--- src/rtl/core/crfw_pkg.sv ---
`timescale 1ns / 1ps
`default_nettype none

package crfw_pkg;

  // Coordinate width; surface registers keep at most 12 bits of it.
  localparam int COORD_BITS = 12;
  localparam int DIM_BITS   = (COORD_BITS < 12) ? COORD_BITS : 12;

  localparam int ADDR_BITS      = 32;
  localparam int WORD_ADDR_BITS = ADDR_BITS - 2;
  localparam int RECT_BITS      = 16;
  localparam int CLIP_BITS      = RECT_BITS + 2;
  localparam int CFG_INDEX_BITS = 2;

  localparam logic KIND_START = 1'b0;
  localparam logic KIND_TICK  = 1'b1;

  localparam logic [CFG_INDEX_BITS-1:0] REG_BASE_ADDRESS   = 2'd0;
  localparam logic [CFG_INDEX_BITS-1:0] REG_SURFACE_WIDTH  = 2'd1;
  localparam logic [CFG_INDEX_BITS-1:0] REG_SURFACE_HEIGHT = 2'd2;

endpackage

`default_nettype wire

--- src/rtl/core/clipped_rect_fill_writer.sv ---
// A tick transaction shows its write on the result port in the cycle after acceptance.
// Throughput: one transaction per cycle unless stalled; job state and output register both
// update in the acceptance cycle, with one 12x12 multiply plus adds on the start path.
// Input stalls only while a finished write sits in the output register and is stalled.
// Reset (rst, synchronous, active high) clears the configuration and job registers,
// drops any job and empties the output register.
`timescale 1ns / 1ps
`default_nettype none

module clipped_rect_fill_writer
  import crfw_pkg::*;
(
  input  wire logic                      clk,
  input  wire logic                      rst,
  // item channel
  input  wire logic                      item_valid,
  output logic                           item_stall,
  input  wire logic                      kind,
  input  wire logic signed [RECT_BITS-1:0] rect_x,
  input  wire logic signed [RECT_BITS-1:0] rect_y,
  input  wire logic signed [RECT_BITS-1:0] rect_w,
  input  wire logic signed [RECT_BITS-1:0] rect_h,
  input  wire logic [7:0]                fill_value,
  // result channel
  output logic                           result_valid,
  input  wire logic                      result_stall,
  output logic [WORD_ADDR_BITS-1:0]      word_address,
  output logic [31:0]                    write_data,
  output logic [3:0]                     byte_enable,
  output logic                           last_write,
  // configuration channel
  input  wire logic                      cfg_valid,
  output logic                           cfg_ready,
  input  wire logic [CFG_INDEX_BITS-1:0] cfg_index,
  input  wire logic [31:0]               cfg_data
);

  logic [ADDR_BITS-1:0] base_address;
  logic [DIM_BITS-1:0]  surface_width;
  logic [DIM_BITS-1:0]  surface_height;

  logic                 job_active;
  logic [ADDR_BITS-1:0] row_start_address;
  logic [ADDR_BITS-1:0] current_address;
  logic [DIM_BITS-1:0]  span_length;
  logic [DIM_BITS-1:0]  bytes_left_in_row;
  logic [DIM_BITS-1:0]  rows_left;
  logic [7:0]           held_fill_value;

  logic                 job_active_next;
  logic [ADDR_BITS-1:0] row_start_address_next;
  logic [ADDR_BITS-1:0] current_address_next;
  logic [DIM_BITS-1:0]  span_length_next;
  logic [DIM_BITS-1:0]  bytes_left_in_row_next;
  logic [DIM_BITS-1:0]  rows_left_next;
  logic [7:0]           held_fill_value_next;

  logic                 item_accept;
  logic                 emit;
  logic [3:0]           enable_calc;
  logic                 last_calc;

  assign cfg_ready   = 1'b1;
  assign item_stall  = result_valid & result_stall;
  assign item_accept = item_valid & ~item_stall;
  assign emit        = item_accept & (kind == KIND_TICK) & job_active;

  always_ff @(posedge clk) begin
    if (rst) begin
      base_address   <= '0;
      surface_width  <= '0;
      surface_height <= '0;
    end else if (cfg_valid && cfg_ready) begin
      case (cfg_index)
        REG_BASE_ADDRESS:   base_address   <= cfg_data;
        REG_SURFACE_WIDTH:  surface_width  <= cfg_data[DIM_BITS-1:0];
        REG_SURFACE_HEIGHT: surface_height <= cfg_data[DIM_BITS-1:0];
        default: ;
      endcase
    end
  end

  always_comb begin
    logic signed [CLIP_BITS-1:0] x0;
    logic signed [CLIP_BITS-1:0] y0;
    logic signed [CLIP_BITS-1:0] x1;
    logic signed [CLIP_BITS-1:0] y1;
    logic signed [CLIP_BITS-1:0] width_s;
    logic signed [CLIP_BITS-1:0] height_s;
    logic [DIM_BITS-1:0]         x0_u;
    logic [DIM_BITS-1:0]         y0_u;
    logic [2*DIM_BITS-1:0]       row_offset;
    logic [ADDR_BITS-1:0]        start_address;
    logic [1:0]                  offset;
    logic [2:0]                  room;
    logic [2:0]                  n;
    logic [4:0]                  n_mask;
    logic [7:0]                  lane_mask;
    logic [DIM_BITS-1:0]         bytes_after;
    logic [DIM_BITS-1:0]         rows_after;
    logic [ADDR_BITS-1:0]        next_row;

    job_active_next        = job_active;
    row_start_address_next = row_start_address;
    current_address_next   = current_address;
    span_length_next       = span_length;
    bytes_left_in_row_next = bytes_left_in_row;
    rows_left_next         = rows_left;
    held_fill_value_next   = held_fill_value;

    // clip to the surface
    width_s  = $signed(CLIP_BITS'(surface_width));
    height_s = $signed(CLIP_BITS'(surface_height));
    x0 = CLIP_BITS'(rect_x);
    y0 = CLIP_BITS'(rect_y);
    x1 = CLIP_BITS'(rect_x) + CLIP_BITS'(rect_w);
    y1 = CLIP_BITS'(rect_y) + CLIP_BITS'(rect_h);
    if (x0 < 0) x0 = '0;
    if (y0 < 0) y0 = '0;
    if (x1 > width_s) x1 = width_s;
    if (y1 > height_s) y1 = height_s;
    x0_u          = x0[DIM_BITS-1:0];
    y0_u          = y0[DIM_BITS-1:0];
    row_offset    = y0_u * surface_width;
    start_address = base_address + ADDR_BITS'(row_offset) + ADDR_BITS'(x0_u);

    // one masked word of the current span
    offset    = current_address[1:0];
    room      = 3'd4 - 3'(offset);
    n         = (bytes_left_in_row < DIM_BITS'(room)) ? bytes_left_in_row[2:0] : room;
    n_mask    = (5'd1 << n) - 5'd1;
    lane_mask = {4'b0, n_mask[3:0]} << offset;
    enable_calc = lane_mask[3:0];
    bytes_after = bytes_left_in_row - DIM_BITS'(n);
    rows_after  = rows_left - DIM_BITS'(1);
    next_row    = row_start_address + ADDR_BITS'(surface_width);
    last_calc   = 1'b0;

    if (item_accept) begin
      if (kind == KIND_START) begin
        if (x0 >= x1 || y0 >= y1) begin
          job_active_next = 1'b0;
        end else begin
          job_active_next        = 1'b1;
          held_fill_value_next   = fill_value;
          row_start_address_next = start_address;
          current_address_next   = start_address;
          span_length_next       = DIM_BITS'(x1 - x0);
          bytes_left_in_row_next = DIM_BITS'(x1 - x0);
          rows_left_next         = DIM_BITS'(y1 - y0);
        end
      end else if (job_active) begin
        bytes_left_in_row_next = bytes_after;
        current_address_next   = current_address + ADDR_BITS'(n);
        if (bytes_after == '0) begin
          rows_left_next = rows_after;
          if (rows_after == '0) begin
            last_calc       = 1'b1;
            job_active_next = 1'b0;
          end else begin
            row_start_address_next = next_row;
            current_address_next   = next_row;
            bytes_left_in_row_next = span_length;
          end
        end
      end
    end
  end

  always_ff @(posedge clk) begin
    if (rst) begin
      job_active        <= 1'b0;
      row_start_address <= '0;
      current_address   <= '0;
      span_length       <= '0;
      bytes_left_in_row <= '0;
      rows_left         <= '0;
      held_fill_value   <= '0;
    end else begin
      job_active        <= job_active_next;
      row_start_address <= row_start_address_next;
      current_address   <= current_address_next;
      span_length       <= span_length_next;
      bytes_left_in_row <= bytes_left_in_row_next;
      rows_left         <= rows_left_next;
      held_fill_value   <= held_fill_value_next;
    end
  end

  // output register
  always_ff @(posedge clk) begin
    if (rst) begin
      result_valid <= 1'b0;
    end else if (emit) begin
      result_valid <= 1'b1;
    end else if (!result_stall) begin
      result_valid <= 1'b0;
    end
  end

  always_ff @(posedge clk) begin
    if (emit) begin
      word_address <= current_address[ADDR_BITS-1:2];
      write_data   <= {4{held_fill_value}};
      byte_enable  <= enable_calc;
      last_write   <= last_calc;
    end
  end

endmodule

`default_nettype wire

--- config.mk ---
export PLATFORM = sky130hd
export DESIGN_NAME = clipped_rect_fill_writer
export DESIGN_NICKNAME = d
export VERILOG_FILES = /design/src/rtl/core/crfw_pkg.sv /design/src/rtl/core/clipped_rect_fill_writer.sv
export SDC_FILE = /design/constraint.sdc
export NUM_CORES = 1
export LEC_CHECK = 0
export ABC_AREA = 1
export BUFFER_PORTS_ARGS = -buffer_cell sky130_fd_sc_hd__buf_2
export CORE_ASPECT_RATIO = 1.2
export CORE_MARGIN = 2
export CORE_UTILIZATION = 34
export CTS_BUF_LIST = sky130_fd_sc_hd__clkbuf_16
export DETAILED_ROUTE_END_ITERATION = 10
export HOLD_SLACK_MARGIN = 0.05
export PLACE_DENSITY = 0.61
export SLEW_MARGIN = 20
export SYNTH_ARGS = -nofsm -noshare
export SYNTH_HDL_FRONTEND = slang
export SYNTH_SLANG_ARGS = --single-unit
--- constraint.sdc ---
create_clock -name clk -period 20.3 [get_ports clk]
set_input_delay 4.06 -clock clk [delete_from_list [all_inputs] [get_ports clk]]
set_output_delay 4.06 -clock clk [all_outputs]
set_load 0.02 [all_outputs]
==> out/metrics.yaml <==
status:
  outcome: "finished, final reports clean"
job:
  max_cap_violations: 0
sta:
  setup_viol: 0
  maxSlewViolCount: 0
  skew_ns: 0.03541
  rsz0062_at_grt: "no"
  layout_min_cycle_time_ns: 10.97
  tightest_slew_ns: 0.9909
  finalSetupTns_ns: 0
  hold_violations: 0
  fmax_ghz: 0.09119
  relSlewSlack: 0.3394
  min_period_over_period: 0.5402
logic_synthesis:
  ys_seq_elements: 209
  synth_top_area_frac: 0.1456
  synth_top_area_cell: "dfxtp_1"
  synth_edf_count: 43
  ys_seq_area_frac: 0.2021
  synthesis.nets: 3838
  syn_avg_cell_area_um2: 6.778
  synth_ff_type: "dfxtp_1"
  netlist_area_um2: 22830
  synth_cell_type_count: 52
  synth_area_leaders: "dfxtp_1 (15%), nand2_1 (13%), fa_1 (12%)"
  syn_inst: 3368
  yosysWarningCount: 0
  ys_async_sr_fraction: 0
detailed_routing:
  viasPerCell: 4.939
  wirelength_um: 72720
  vias: 21600
  drtIter0Drc: 1514
  route.detailed.drc: 0
  ant_nets: 0
  dr.pass1.iters: 5
  wl_per_cell_um: 16.63
cts:
  clock_latency_ns: 0.58
  cts.sinks: 209
  hold_buffers: 0
  cts_tree: "built"
  htree_num_levels: 1
  postCtsResizedCells: 0
  cts_root_buf: "clkbuf_16"
  path_clk_slew_ns: 0.06
  cts_setup_buffers: 0
  numCtsBuffers: 26
  cts_max_path_buffers: 3
global_route:
  grt_pass1_vias: 20810
  grtUsageTotal: 0.2091
  gr-total-overflow: 0
  grt_pass1_wl_um: 114300
  antenna_found_initial: 0
  grt_max_degree: 91
floorplanning:
  core_um2: 66750
  initial_utilization: 0.3420
  die-area_um2: 69240
  die_y_um: 287.9
  pin_count: 182
  die_w_um: 240.5
  rows: 104
worst_setup_path:
  cpMostUsedCell: "nand2_1"
  arrival_ns: 11.43
  max_stage_delay_ns: 0.84
  crit_fanout: 90
  worstPathRequired_ns: 20.77
  cp_slowest_cell: "buf_4"
  endpoint_kind: "flip-flop"
  reg2reg_slack_ns: 12.96
  crit_path_start_kind: "primary input"
  critical_path_class: "primary input to flip-flop"
power_and_ir_drop:
  power_frac_comb: 0.417
  peakVddDrop_v: 0.00006095
  p_sw_w: 0.0006684
  seqPwrFrac: 0.289
  power_w: 0.001621
  clkPwrFrac: 0.294
  p_leak_nw: 12.48
  power_switching_share: 0.4123
  powerDensity_nw_per_um2: 64.66
  internal-power_w: 0.0009528
place:
  portBuffers: 180
  hpwl_um: 58600
  gp_congestion: 0.9610
min_path:
  hp-class: "flip-flop to flip-flop"
final_layout:
  layout-drive-gt1-share: 0.07632
  fillerInstances: 7254
  diodes: 0
  nets: 3922
  area_growth_pct: 9.832
## routing by layer
metal | GRT usage | part of all wire | up-vias
met5 | 0 | 0 | -
met4 | 0.08214 | 0.041 | 0
met3 | 0.01889 | 0.054 | 123
met2 | 0.3533 | 0.47 | 599
met1 | 0.2745 | 0.43 | 9922
li1 | - | - | 10950
## power by group through the flow
| stage | Combinational [W] | Sequential [W] | Clock (W) |
|---|---|---|---|
| after floorplan | 0.000499 | 0.000468 | 0 |
| after global placement | 0.000671 | 0.000477 | 0 |
| after detailed placement | 0.000668 | 0.000477 | 0 |
| after CTS | 0.000673 | 0.000468 | 0.000488 |
| after global routing | 0.000768 | 0.000472 | 0.000503 |
| final | 0.000675 | 0.000469 | 0.000477 |
## synth_stat cells (3+ instances only)
| cell type | count |
|---|---|
| nand4_1 | 43 |
| ha_1 | 219 |
| a31oi_1 | 7 |
| clkinv_1 | 6 |
| buf_2 | 21 |
| inv_1 | 442 |
| buf_4 | 31 |
| inv_2 | 5 |
| a21boi_0 | 8 |
| dfxtp_1 | 166 |
| nor2_4 | 4 |
| edfxtp_1 | 43 |
| nand2_1 | 815 |
| xnor2_1 | 20 |
| o21bai_1 | 11 |
| o21ai_1 | 5 |
| buf_1 | 3 |
| fa_1 | 139 |
| or2_2 | 8 |
| o21a_1 | 3 |
| o211ai_1 | 5 |
| buf_6 | 8 |
| a21oi_1 | 200 |
| o31ai_1 | 3 |
| xor2_1 | 69 |
| nor3_1 | 37 |
| nand2_2 | 6 |
| nand3_1 | 223 |
| o21ai_0 | 213 |
| nor2_1 | 447 |
| a21o_1 | 17 |
| clkbuf_1 | 68 |
| nand3b_1 | 35 |
| nor4_1 | 15 |
## critical path, delay by kind of cell
family	cells	cell delay [ns]
simple gates	21	3.20
xor+xnor	1	0.31
compound gates	6	1.50
buf+inv	4	1.06
fa+ha+maj	4	1.20
## layout make-up
class / instances / area (um^2) / share of cell area
repair buffers: 189 / 968.4 / 0.03862
clock buffers: 27 / 675.6 / 0.02695
clock inverters: 21 / 185.2 / 0.007385
flip-flops and latches: 209 / 4614 / 0.1840
well taps: 901 / 1127 / 0.04496
multi-input cells: 2573 / 15800 / 0.6301
inverters: 453 / 1703 / 0.06791
## worst paths after layout
| check | startpoint | end | cells past startpoint |
|---|---|---|---|
| worst max register to register | surface_width[7] | current_address[31] | 28 |
| worst min-delay path | held_fill_value[6] | write_data[30] | 0 |
| worst min register to register | held_fill_value[6] | write_data[30] | 0 |
| worst max-delay path | rect_y[0] | current_address[31] | 36 |
## sequential cells by signal, indices dropped and copies added (netlist names)
name               flops
base_address          32
byte_enable            4
bytes_left_in_row     12
current_address       32
held_fill_value        8
job_active             1
last_write             1
result_valid           1
row_start_address     32
rows_left             12
span_length           12
surface_height        12
surface_width         12
word_address          30
write_data             8
## logic make-up after synthesis
group / after synthesis / synth area share
XOR/XNOR: 89 / 0.03414
flip-flops: 209 / 0.2021
adder cells (fa/ha/maj): 358 / 0.2419
multiplexers: 1 / 0.0004385
other: 1 / 0.0001643
buffers and inverters: 586 / 0.1058
AND/OR/NAND/NOR: 1640 / 0.3009
AO/OA/AOI/OAI: 484 / 0.1145
## cell usage in the layout (no fill, tap or decap), types with 6 or more instances in the layout
cell,instances
a21o_1,17
buf_4,9
ha_1,219
a21oi_1,200
or2_2,8
fa_1,139
nand2_1,815
inv_1,445
clkinv_1,10
nand2_2,6
nand4_1,43
xor2_1,69
xnor2_1,20
a31oi_1,7
o21bai_1,11
inv_2,6
nor2_1,447
edfxtp_1,43
dfxtp_1,166
clkbuf_16,27
a21boi_0,8
nor3_1,37
buf_2,180
nand3_1,223
nor4_1,15
nand3b_1,35
o21ai_0,213
## metrics by stage
| stage | worst slack, ns | instances | hold WS (ns) | instance area, um^2 | utilization |
|---|---|---|---|---|---|
| floorplan | 10.64 | 3368 | 0.4030 | 22830 | - |
| global placement | 8.963 | 4325 | 0.4058 | 24210 | 0.3627 |
| detailed placement | 8.802 | 4325 | 0.4104 | 24210 | 0.3627 |
| CTS | 9.389 | 4373 | 0.4248 | 25070 | 0.3756 |
| global route | 8.599 | 4373 | 0.4307 | 25070 | 0.3756 |
| finish | 9.334 | 4373 | 0.4237 | 25070 | 0.3756 |
Note: power is estimated with default switching activity, not from simulation.
